`src/rtl/core/twq_pkg.sv`:
```
// ----------------------------------------------------------------------------
// twq_pkg - shared definitions for the touch wake qualifier
// Field widths that the channel interfaces and the qualifier core both use,
// plus the register indexes and reset values that the qualifier core uses.
// ----------------------------------------------------------------------------
package twq_pkg;

  // Default raw coordinate width of the touch controller samples.
  localparam int COORD_BITS_DEF = 16;

  // Fixed field widths.
  localparam int PT_BITS      = 11;  // clamped coordinate on the result side
  localparam int THR_BITS     = 8;   // movement threshold register
  localparam int SIZE_BITS    = 12;  // screen width / height registers
  localparam int CFG_IDX_BITS = 2;
  localparam int CFG_DAT_BITS = 12;

  typedef logic [CFG_IDX_BITS-1:0] cfg_idx_t;
  typedef logic [CFG_DAT_BITS-1:0] cfg_dat_t;

  // Configuration register indexes.
  localparam cfg_idx_t CFG_MOVE_THRESHOLD = 2'd0;
  localparam cfg_idx_t CFG_SCREEN_WIDTH   = 2'd1;
  localparam cfg_idx_t CFG_SCREEN_HEIGHT  = 2'd2;

  // Register reset values.
  localparam logic [THR_BITS-1:0]  MOVE_THRESHOLD_RST = 8'd8;
  localparam logic [SIZE_BITS-1:0] SCREEN_WIDTH_RST   = 12'd480;
  localparam logic [SIZE_BITS-1:0] SCREEN_HEIGHT_RST  = 12'd800;

  // Largest screen size that still maps to size - 1 as the clamp limit.
  localparam logic [SIZE_BITS-1:0] SIZE_SAT = 12'd2048;

endpackage

```
`src/rtl/core/twq_channels.sv`:
```
// ----------------------------------------------------------------------------
// twq_channels - request channels of the touch wake qualifier
// Sample, result and configuration write channels, each with valid/ready.
// ----------------------------------------------------------------------------
interface twq_in_if #(
  parameter int COORD_BITS = twq_pkg::COORD_BITS_DEF
);
  logic                         valid;
  logic                         ready;
  logic                         touch_down;
  logic signed [COORD_BITS-1:0] raw_x;
  logic signed [COORD_BITS-1:0] raw_y;
  logic                         display_lit;

  modport source (output valid, touch_down, raw_x, raw_y, display_lit, input ready);
  modport sink   (input valid, touch_down, raw_x, raw_y, display_lit, output ready);
endinterface

interface twq_out_if;
  logic                           valid;
  logic                           ready;
  logic                           report_pressed;
  logic [twq_pkg::PT_BITS-1:0]    point_x;
  logic [twq_pkg::PT_BITS-1:0]    point_y;
  logic                           activity;

  modport source (output valid, report_pressed, point_x, point_y, activity, input ready);
  modport sink   (input valid, report_pressed, point_x, point_y, activity, output ready);
endinterface

interface twq_cfg_if;
  logic              valid;
  logic              ready;
  twq_pkg::cfg_idx_t index;
  twq_pkg::cfg_dat_t data;

  modport source (output valid, index, data, input ready);
  modport sink   (input valid, index, data, output ready);
endinterface

```
`src/rtl/core/touch_wake_qualifier.sv`:
```
// ----------------------------------------------------------------------------
// touch_wake_qualifier - qualifies raw touch samples against display power
// Decides per poll whether a touch is forwarded as a press, swallowed as a
// wake tap, or only refreshes the idle timer, and clamps the coordinates.
// ----------------------------------------------------------------------------
//
//  Channel  | Dir | Payload                                       | Handshake
//  ---------+-----+-----------------------------------------------+-------------
//  in_if    | in  | touch_down, raw_x, raw_y, display_lit         | valid/ready
//  out_if   | out | report_pressed, point_x, point_y, activity    | valid/ready
//  cfg_if   | in  | index, data (move threshold, screen w/h)      | valid/ready
//
// One sample is accepted per cycle while in_if.ready is high, and each
// sample yields exactly one result. A sample is caught in the input register,
// qualified by a single pass of logic against the held touch state, and the
// result lands in the output register.
// Throughput is set by the output register alone; a stalled result holds the
// input register, and in_if.ready drops only when both stages are full.
// rst_n is synchronous and active low; it empties both stages, restores the
// configuration registers and sets the touch state to "screen lit, no touch".
// Configuration writes are always taken and are expected while idle.
// ----------------------------------------------------------------------------
module touch_wake_qualifier #(
  parameter int COORD_BITS = twq_pkg::COORD_BITS_DEF
) (
  input logic       clk,
  input logic       rst_n,
  twq_in_if.sink    in_if,
  twq_out_if.source out_if,
  twq_cfg_if.sink   cfg_if
);
  import twq_pkg::*;

  // Width used to compare a signed coordinate against an unsigned limit.
  localparam int CMPW = ((COORD_BITS > SIZE_BITS) ? COORD_BITS : SIZE_BITS) + 1;
  // Width of a coordinate difference, one bit wider than the coordinate.
  localparam int DIFW = COORD_BITS + 1;

  typedef logic signed [COORD_BITS-1:0] coord_t;

  // Configuration registers.
  logic [THR_BITS-1:0]  move_threshold_r;
  logic [SIZE_BITS-1:0] screen_width_r;
  logic [SIZE_BITS-1:0] screen_height_r;

  // Input stage.
  logic   s1_valid_r;
  logic   s1_down_r;
  coord_t s1_x_r;
  coord_t s1_y_r;
  logic   s1_lit_r;

  // Touch state carried from poll to poll.
  logic   was_down_r,            was_down_nxt;
  logic   swallow_active_r,      swallow_active_nxt;
  logic   wake_release_needed_r, wake_release_needed_nxt;
  logic   prev_lit_r;
  coord_t last_x_r,              last_x_nxt;
  coord_t last_y_r,              last_y_nxt;

  // Result stage.
  logic               out_valid_r;
  logic               pressed_r,  pressed_nxt;
  logic [PT_BITS-1:0] pt_x_r,     pt_x_nxt;
  logic [PT_BITS-1:0] pt_y_r,     pt_y_nxt;
  logic               act_r,      act_nxt;

  logic advance;
  logic in_take;
  logic moved;
  logic wake_block;

  // The input stage moves on whenever the result register is free or is
  // being drained in this cycle.
  assign advance = !out_valid_r || out_if.ready;
  assign in_if.ready = !s1_valid_r || advance;
  assign in_take = in_if.valid && in_if.ready;

  assign cfg_if.ready = 1'b1;

  assign out_if.valid          = out_valid_r;
  assign out_if.report_pressed = pressed_r;
  assign out_if.point_x        = pt_x_r;
  assign out_if.point_y        = pt_y_r;
  assign out_if.activity       = act_r;

  // Absolute difference of two coordinates, one bit wider so it never wraps.
  function automatic logic [DIFW-1:0] abs_diff(input coord_t a, input coord_t b);
    logic signed [DIFW-1:0] d;
    d = DIFW'(signed'(a)) - DIFW'(signed'(b));
    return d[DIFW-1] ? DIFW'(-d) : DIFW'(d);
  endfunction

  // Clamp a signed coordinate to [0, size-1], with the limit saturating at
  // the largest result value and an empty screen giving zero.
  function automatic logic [PT_BITS-1:0] clamp_coord(input coord_t v,
                                                     input logic [SIZE_BITS-1:0] size);
    logic [PT_BITS-1:0]     lim;
    logic signed [CMPW-1:0] v_ext;
    logic signed [CMPW-1:0] lim_ext;
    if (size == '0) begin
      lim = '0;
    end else if (size > SIZE_SAT) begin
      lim = '1;
    end else begin
      lim = PT_BITS'(size - 1'b1);
    end
    v_ext   = CMPW'(signed'(v));
    lim_ext = signed'(CMPW'(lim));
    if (v_ext < 0) begin
      return '0;
    end else if (v_ext > lim_ext) begin
      return lim;
    end
    return v_ext[PT_BITS-1:0];
  endfunction

  assign moved = (abs_diff(s1_x_r, last_x_r) >= DIFW'(move_threshold_r)) ||
                 (abs_diff(s1_y_r, last_y_r) >= DIFW'(move_threshold_r));

  // A fall of the screen from lit to dark blocks a finger already down from
  // waking it again.
  assign wake_block = wake_release_needed_r || (!s1_lit_r && prev_lit_r);

  always_comb begin
    was_down_nxt            = was_down_r;
    swallow_active_nxt      = swallow_active_r;
    wake_release_needed_nxt = wake_block;
    last_x_nxt              = last_x_r;
    last_y_nxt              = last_y_r;
    pressed_nxt             = 1'b0;
    pt_x_nxt                = '0;
    pt_y_nxt                = '0;
    act_nxt                 = 1'b0;

    if (!s1_lit_r) begin
      // Screen dark: a release clears all touch flags, a fresh tap only wakes.
      if (!s1_down_r) begin
        was_down_nxt            = 1'b0;
        wake_release_needed_nxt = 1'b0;
        swallow_active_nxt      = 1'b0;
      end else if (!wake_block) begin
        act_nxt                 = 1'b1;
        swallow_active_nxt      = 1'b1;
        wake_release_needed_nxt = 1'b1;
        was_down_nxt            = 1'b1;
        last_x_nxt              = s1_x_r;
        last_y_nxt              = s1_y_r;
      end
    end else if (swallow_active_r) begin
      // The wake tap is eaten until the finger lifts.
      if (!s1_down_r) begin
        swallow_active_nxt = 1'b0;
        was_down_nxt       = 1'b0;
      end
    end else if (s1_down_r) begin
      act_nxt      = !was_down_r || moved;
      was_down_nxt = 1'b1;
      last_x_nxt   = s1_x_r;
      last_y_nxt   = s1_y_r;
      pressed_nxt  = 1'b1;
      pt_x_nxt     = clamp_coord(s1_x_r, screen_width_r);
      pt_y_nxt     = clamp_coord(s1_y_r, screen_height_r);
    end else begin
      was_down_nxt = 1'b0;
    end
  end

  always_ff @(posedge clk) begin
    if (!rst_n) begin
      move_threshold_r <= MOVE_THRESHOLD_RST;
      screen_width_r   <= SCREEN_WIDTH_RST;
      screen_height_r  <= SCREEN_HEIGHT_RST;
    end else if (cfg_if.valid && cfg_if.ready) begin
      case (cfg_if.index)
        CFG_MOVE_THRESHOLD: move_threshold_r <= cfg_if.data[THR_BITS-1:0];
        CFG_SCREEN_WIDTH:   screen_width_r   <= cfg_if.data[SIZE_BITS-1:0];
        CFG_SCREEN_HEIGHT:  screen_height_r  <= cfg_if.data[SIZE_BITS-1:0];
        default: ;
      endcase
    end
  end

  always_ff @(posedge clk) begin
    if (!rst_n) begin
      s1_valid_r <= 1'b0;
    end else if (in_if.ready) begin
      s1_valid_r <= in_if.valid;
    end
  end

  always_ff @(posedge clk) begin
    if (in_take) begin
      s1_down_r <= in_if.touch_down;
      s1_x_r    <= in_if.raw_x;
      s1_y_r    <= in_if.raw_y;
      s1_lit_r  <= in_if.display_lit;
    end
  end

  always_ff @(posedge clk) begin
    if (!rst_n) begin
      was_down_r            <= 1'b0;
      swallow_active_r      <= 1'b0;
      wake_release_needed_r <= 1'b0;
      prev_lit_r            <= 1'b1;
      last_x_r              <= '0;
      last_y_r              <= '0;
      out_valid_r           <= 1'b0;
    end else if (advance) begin
      out_valid_r <= s1_valid_r;
      if (s1_valid_r) begin
        was_down_r            <= was_down_nxt;
        swallow_active_r      <= swallow_active_nxt;
        wake_release_needed_r <= wake_release_needed_nxt;
        prev_lit_r            <= s1_lit_r;
        last_x_r              <= last_x_nxt;
        last_y_r              <= last_y_nxt;
      end
    end
  end

  always_ff @(posedge clk) begin
    if (advance && s1_valid_r) begin
      pressed_r <= pressed_nxt;
      pt_x_r    <= pt_x_nxt;
      pt_y_r    <= pt_y_nxt;
      act_r     <= act_nxt;
    end
  end

  // A swallowed touch always comes from a wake tap, so the finger is marked
  // down and a release is still owed.
  a_swallow_implies_flags: assert property (@(posedge clk) disable iff (!rst_n)
    swallow_active_r |-> (was_down_r && wake_release_needed_r))
    else $error("swallow set without touch-down and wake-release flags");

  // A released result carries zero coordinates.
  a_release_zero_point: assert property (@(posedge clk) disable iff (!rst_n)
    (out_valid_r && !pressed_r) |-> (pt_x_r == '0 && pt_y_r == '0))
    else $error("released result with non-zero coordinates");

  // A swallowed or dark poll is never forwarded as a press.
  a_no_press_when_held: assert property (@(posedge clk) disable iff (!rst_n)
    (advance && s1_valid_r && (!s1_lit_r || swallow_active_r)) |=> !pressed_r)
    else $error("press forwarded while dark or swallowing");

  // The input stage is never overwritten while it is stalled.
  a_no_overrun: assert property (@(posedge clk) disable iff (!rst_n)
    (s1_valid_r && !advance) |-> !in_if.ready)
    else $error("input stage accepts a request while stalled");

endmodule
```
`src/flat_wrapper.sv`:
```
// flat-port wrapper written by rule: the top's interface ports become plain ports
module touch_wake_qualifier_flat import twq_pkg::*;
#(
  parameter int COORD_BITS = twq_pkg::COORD_BITS_DEF
)
  (clk, rst_n, in_if_valid, in_if_touch_down, in_if_raw_x, in_if_raw_y, in_if_display_lit, in_if_ready, out_if_valid, out_if_report_pressed, out_if_point_x, out_if_point_y, out_if_activity, out_if_ready, cfg_if_valid, cfg_if_index, cfg_if_data, cfg_if_ready);
  twq_in_if #(.COORD_BITS(COORD_BITS)) in_if_i ();
  twq_out_if out_if_i ();
  twq_cfg_if cfg_if_i ();
  input logic clk;
  input logic rst_n;
  input wire logic [$bits(in_if_i.valid)-1:0] in_if_valid;
  input wire logic [$bits(in_if_i.touch_down)-1:0] in_if_touch_down;
  input wire logic [$bits(in_if_i.raw_x)-1:0] in_if_raw_x;
  input wire logic [$bits(in_if_i.raw_y)-1:0] in_if_raw_y;
  input wire logic [$bits(in_if_i.display_lit)-1:0] in_if_display_lit;
  output wire logic [$bits(in_if_i.ready)-1:0] in_if_ready;
  output wire logic [$bits(out_if_i.valid)-1:0] out_if_valid;
  output wire logic [$bits(out_if_i.report_pressed)-1:0] out_if_report_pressed;
  output wire logic [$bits(out_if_i.point_x)-1:0] out_if_point_x;
  output wire logic [$bits(out_if_i.point_y)-1:0] out_if_point_y;
  output wire logic [$bits(out_if_i.activity)-1:0] out_if_activity;
  input wire logic [$bits(out_if_i.ready)-1:0] out_if_ready;
  input wire logic [$bits(cfg_if_i.valid)-1:0] cfg_if_valid;
  input wire logic [$bits(cfg_if_i.index)-1:0] cfg_if_index;
  input wire logic [$bits(cfg_if_i.data)-1:0] cfg_if_data;
  output wire logic [$bits(cfg_if_i.ready)-1:0] cfg_if_ready;
  assign in_if_i.valid = in_if_valid;
  assign in_if_i.touch_down = in_if_touch_down;
  assign in_if_i.raw_x = in_if_raw_x;
  assign in_if_i.raw_y = in_if_raw_y;
  assign in_if_i.display_lit = in_if_display_lit;
  assign in_if_ready = in_if_i.ready;
  assign out_if_valid = out_if_i.valid;
  assign out_if_report_pressed = out_if_i.report_pressed;
  assign out_if_point_x = out_if_i.point_x;
  assign out_if_point_y = out_if_i.point_y;
  assign out_if_activity = out_if_i.activity;
  assign out_if_i.ready = out_if_ready;
  assign cfg_if_i.valid = cfg_if_valid;
  assign cfg_if_i.index = cfg_if_index;
  assign cfg_if_i.data = cfg_if_data;
  assign cfg_if_ready = cfg_if_i.ready;
  touch_wake_qualifier #(.COORD_BITS(COORD_BITS)) u_core (.clk(clk), .rst_n(rst_n), .in_if(in_if_i), .out_if(out_if_i), .cfg_if(cfg_if_i));
endmodule
```
`config.mk`:
```
export PLATFORM = sky130hd
export DESIGN_NAME = touch_wake_qualifier_flat
export DESIGN_NICKNAME = d
export VERILOG_FILES = /design/src/rtl/core/twq_pkg.sv /design/src/rtl/core/twq_channels.sv /design/src/rtl/core/touch_wake_qualifier.sv /design/src/flat_wrapper.sv
export SDC_FILE = /design/constraint.sdc
export NUM_CORES = 1
export LEC_CHECK = 0
export ABC_AREA = 1
export BUFFER_PORTS_ARGS = -buffer_cell sky130_fd_sc_hd__buf_4
export CAP_MARGIN = 30
export CORE_MARGIN = 1.5
export CORE_UTILIZATION = 44
export DETAILED_ROUTE_END_ITERATION = 10
export SYNTH_ARGS = -nofsm -noshare
export SYNTH_HDL_FRONTEND = slang
export SYNTH_SLANG_ARGS = --single-unit
```
`constraint.sdc`:
```
create_clock -name clk -period 8.81 [get_ports clk]
set_input_delay 0.881 -clock clk [delete_from_list [all_inputs] [get_ports clk]]
set_output_delay 0.881 -clock clk [all_outputs]
set_load 0.005 [all_outputs]
```
; ---- Word level (Yosys, flattened, before mapping)
; Cells that the tools add are included.
[totals]
regBits = 128
word_cells = 117
input_bits = 53
out_inout_bits = 27
[op_classes]
n_reduce_logical = 24
addsub = 6
n_eq_ne = 6
bitwise = 2
n_lt_le_gt_ge = 8
muxes = 52
[op_table]
columns = cell, count
row1 = 11-bit two-way mux, 16
row2 = 16-bit two-way mux, 10
row3 = 17-bit by 8-bit >= comparator with 1-bit output, 2
row4 = 17-bit two-way mux, 2
row5 = 17-bit negation, 2
row6 = 16-bit by 16-bit subtractor with 17-bit output, 2
row7 = 16-bit by 12-bit > comparator with 1-bit output, 2
row8 = "16-bit by 1-bit < comparator with 1-bit output, second input constant", 2
row9 = "12-bit > comparator, second input constant", 2
row10 = 12-bit logical NOT, 2
row11 = 1-bit two-way mux, 24
row12 = "11-bit by 1-bit subtractor with 11-bit output, second input constant", 2
row13 = 2-bit AND reduction, 4
row14 = "3-bit != test, second input constant", 2
row15 = 1-bit logical OR, 5
row16 = 5-bit AND reduction, 1
row17 = 1-bit logical NOT, 4
row18 = 4-bit AND reduction, 1
row19 = 1-bit logical AND, 3
row20 = 3-bit AND reduction, 1
row21 = 3-bit OR reduction, 1
row22 = "2-bit by 1-bit equality test with 1-bit output, second input constant", 1
row23 = "2-bit equality test, second input constant", 1
row24 = 2-bit logical NOT, 1
row25 = other kinds (4), 5

; ---- Longest topological paths before layout
[logic_depth]
word_depth = 13
depth_mapped = 37
ltp_nobuf = 35

; ---- Least setup slack after synthesis
; No wires, ideal clock.
[synth_timing]
path_type = register -> register
startpoint = register u_core.s1_y_r[0]
endpoint = register u_core.act_r, in the netlist u_core.out_if.activity, data pin
arrival_ps = 3551
path_buffers = 2
t_required_ps = 8558
setup_time_ps = 252
path_stages_with_launch = 38
period_less_slack_ps = 3803
setup_slack_ps = 5007
cell_sequence = edfxtp_1 -> inv_1 -> ha_1 -> fa_1 -> inv_1 -> nand2_1 -> nand2_1 -> nand3_2 -> nand2_2 -> nand2_1 -> nand2_1 -> nand2_1 -> nand2_2 -> buf_6 -> buf_6 -> inv_1 -> nor2_1 -> xor2_1 -> [2 not listed] -> nand2_1 -> inv_1 -> nand3_1 -> nor2_1 -> o21ai_0 -> nand2_1 -> nand2_1 -> nand2_1 -> nor2_1 -> nand2_1 -> nor2_1 -> nand2_1 -> nor2_1 -> nand2_1 -> nor2_1 -> nand3_1 -> nand2_1 -> nand2_1
[synth_via]
elab_chain_len = 9
[synth_rtl]
columns = element, line_no
row1 = from (decl), touch_wake_qualifier.sv:50  ; coord_t s1_y_r;
row2 = from (signal assigned), touch_wake_qualifier.sv:196  ; s1_y_r <= in_if.raw_y;
row3 = 16-bit by 16-bit subtractor with 17-bit output (*), touch_wake_qualifier.sv:90  ; d = DIFW'(signed'(a)) - DIFW'(signed'(b));
row4 = 17-bit negation, touch_wake_qualifier.sv:91  ; return d[DIFW-1] ? DIFW'(-d) : DIFW'(d);
row5 = 17-bit two-way mux (*), touch_wake_qualifier.sv:91
row6 = 17-bit by 8-bit >= comparator with 1-bit output (*), touch_wake_qualifier.sv:119  ; (abs_diff(s1_y_r, last_y_r) >= DIFW'(move_threshold_r));
row7 = 1-bit logical OR (*), touch_wake_qualifier.sv:118  ; assign moved = (abs_diff(s1_x_r, last_x_r) >= DIFW'(move_threshold_r)) ||
row8 = 1-bit logical OR (*), touch_wake_qualifier.sv:157  ; act_nxt = !was_down_r || moved;
row9 = 1-bit two-way mux (*), touch_wake_qualifier.sv:156  ; end else if (s1_down_r) begin
row10 = 1-bit two-way mux (*), touch_wake_qualifier.sv:150  ; end else if (swallow_active_r) begin
row11 = 1-bit two-way mux (*), touch_wake_qualifier.sv:136  ; if (!s1_lit_r) begin
row12 = via u_core.act_nxt, touch_wake_qualifier.sv:66  ; logic act_r, act_nxt;
row13 = to (signal assigned), touch_wake_qualifier.sv:228  ; act_r <= act_nxt;
row14 = to (decl), touch_wake_qualifier.sv:66
; Mark *: on every way through the listed nets, which the timed path passes. The rest lies on a longest branch.
; A chain may end at the register's enable or synchronous reset.

; ---- Worst setup path in the final report
; Same ends and word-level chain as after synthesis.

==> results.md <==
* Run status: finished clean
* Fin. Hold Viols at 0
* Final GP Congestion at 0.8729
* Largest family of logic cells by synthesized area: simple AND/OR/NAND/NOR gates
* Number of synthesized register bits at 128
* Synth Area in Adders at 10.47%
* Slowest CP cell: fa_1
* Relative slew slack at 41.49%
* Avg Cell Area, Syn at 6.944 um2
* Clk_skew at 0.01318 ns
* Port Buffers at 78
* Share of the synthesized area in the top cell type at 18.89%
* CP Max Fanout at 20
* Die W at 147.8 um
* # clock sinks at 128
* CTS tree: done
* Synth Instances at 1328
* First-pass GRT wire length at 37830 um
* Vias in the first global route at 7724
* ANT nets after route at 0
* Post-CTS sizing at 0
* Largest area contributor in the netlist: edfxtp_1
* Crit path time final at 4.251 ns
* Overall global routing resource usage at 21.64%
* Pre-antenna DRT Iters at 5
* GRT Residual Overflow at 0
* Commonest non-fill, non-tap cells in the layout: nand2_1 (309), inv_1 (207), nor2_1 (147)
* Clk pin slew, worst setup/hold paths at 0.07 ns
* Die Ht at 147.8 um
* Layout cells sized above 1 at 11.39%
* Starting density of the core at 45.28%
* Final WL at 22770 um
* Critical path type: reg -> reg
* Leakage power at 5.154 nW
* Syn nets at 1457
* Top cells by area, synth: edfxtp_1 (19%), dfxtp_1 (15%), nand2_1 (13%)
* Hold-fix buffers, CTS at 0
* Multiplexer share of the synthesized area at 0%
* # rows at 52
* Seq/Total Area, Yosys at 34.08%
* Hold WC Path Type: reg -> reg
* Total negative slack at 0 ns
* Die area at 21830 um2
* CP arrival at 4.43 ns
* Cell variety after synth at 44
* Top-level I/O count at 80
* 1st-iter DRT viols at 473
* Pwr per Cell Area at 185.8 nW/um2
* Crit. End Element: flop
* CP required at 8.99 ns
* PnR Total Power at 0.001987 W
* Setup bufs post-CTS at 0
* Yosys synthesis warning count at 0
* Routed WL per cell at 13.52 um
* Largest net degree at the start of global routing at 68
* Area grow syn2layout at 15.97%
* Post-synthesis compound-gate area fraction at 12.94%
* TritonCTS Buffers at 17
* Worst-Skew Late Latency at 0.42 ns
* Core Area at 20360 um2
* H-tree level count at 4
* Initial antenna violation count at 0
* Setup-failing EPs final at 0
* Final Util at 52.51%
* Max-slew violations at 0
* Synth Area in Simple Gates at 29.62%
* Ant. Diodes at 0
* Max incr delay on CP at 0.39 ns
* Fin crit share at 48.25%
* Post-Synth XOR/XNOR Area at 2.564%
* CTS root buf: clkbuf_16
* Most Frequent Cell on Critical Path: nand2_1
* Startpoint Class: flop
* Worst-Margin Slew at 0.8776 ns
* CTS max path bufs at 2
* DRC Markers at 0
* DP HPWL at 17670 um
* Final net count at 1530
* Via/cell ratio at 5.033
* Via count at 8475
* Commonest non-fill, non-tap cell in the layout: nand2_1
* RSZ-0062 raised after global routing: no
* F_max at 0.2352 GHz
* # Max-Cap Violations at 0
* VDD IR-drop max at 0.1289 mV
* Netlist Area Pre-Place at 9221 um2
-- path summary, 6_finish.rpt --
check | start | endpoint | slack [ns] | cells past startpoint
worst max-delay path | u_core.s1_y_r[0] | u_core.out_if.activity | 4.56 | 35
worst min-delay path | u_core.last_y_r[4] | u_core.last_y_r[4] | 0.46 | 2
worst max register to register | u_core.s1_y_r[0] | u_core.out_if.activity | 4.56 | 35
worst min register to register | u_core.last_y_r[4] | u_core.last_y_r[4] | 0.46 | 2
-- critical path: cells and delay by family, from the launching register on --
kind,cells,cell delay [ns]
adder cells (fa/ha/maj),3,0.88
AO/OA/AOI/OAI,1,0.15
buffers and inverters,5,0.44
flip-flops,1,0.35
XOR/XNOR,1,0.16
AND/OR/NAND/NOR,25,2.01
-- synth_stat cells (all sizes together) --
cell type / number
o21bai: 5
xnor2: 3
dfxtp: 70
a21boi: 1
nand2: 330
and2: 2
conb: 1
edfxtp: 58
or3: 1
o221ai: 2
a21oi: 90
clkinv: 3
clkbuf: 21
buf: 6
nand3: 96
o21ai: 113
a221oi: 3
a21o: 2
o211ai: 5
o31ai: 2
ha: 74
nor3b: 1
or2: 3
xor2: 24
fa: 2
nand3b: 12
nand4: 13
inv: 213
nor3: 14
nor2: 153
nor4: 3
a2111oi: 2
-- stage by stage --
| step | setup WS (ns) | hold WS, ns | std cells | instance area (um2) |
|---|---|---|---|---|
| after global routing | 3.877 | 0.4788 | 1684 | 10690 |
| after detailed placement | 4.557 | 0.4509 | 1652 | 10040 |
| after global placement | 4.680 | 0.4440 | 1652 | 10040 |
| final | 4.559 | 0.4566 | 1684 | 10690 |
| after CTS | 4.553 | 0.4594 | 1684 | 10690 |
| after floorplan | 5.007 | 0.4331 | 1328 | 9221 |
-- final cells by class --
cell class                 count  area, um2
multi-input combinational    957       5139
sequential                   128       3143
clock buffer                  17      425.4
tap                          270      337.8
fill                        2062       9671
timing repair buffer          81      608.1
clock inverter                15      230.2
inverter                     216      810.8
-- flip-flops by register name, indices dropped and copies added (netlist names), 8 cells and up --
name	count
u_core.last_y_r	16
u_core.screen_height_r	12
u_core.move_threshold_r	8
u_core.out_if.point_x	11
u_core.last_x_r	16
u_core.s1_x_r	16
u_core.s1_y_r	16
u_core.screen_width_r	12
u_core.out_if.point_y	11
-- where the power goes --
part	switching, W	internal [W]	leakage, nW
Sequential	0.0000237	0.000656	1.14
Combinational	0.000321	0.000192	3.70
Clock	0.000287	0.000508	0.322
Total	0.000632	0.00135	5.15
-- metal layers --
metal | vias to the layer above | GRT usage (%) | part of all wire [%] | routed length [um]
li1 | 4467 | - | - | -
met1 | 3829 | 32.15 | 53 | 12010
met2 | 164 | 33.01 | 43 | 9678
met3 | 15 | 3.179 | 3.7 | 853
met4 | 0 | 4.900 | 0.99 | 226
met5 | - | 0 | 0 | 0
-- cell families after synthesis --
family	after synthesis
compound gates	225
xor+xnor	27
fa+ha+maj	76
buf+inv	243
flops	128
other cells	1
simple gates	628
Power figures use the tool's default switching activity.
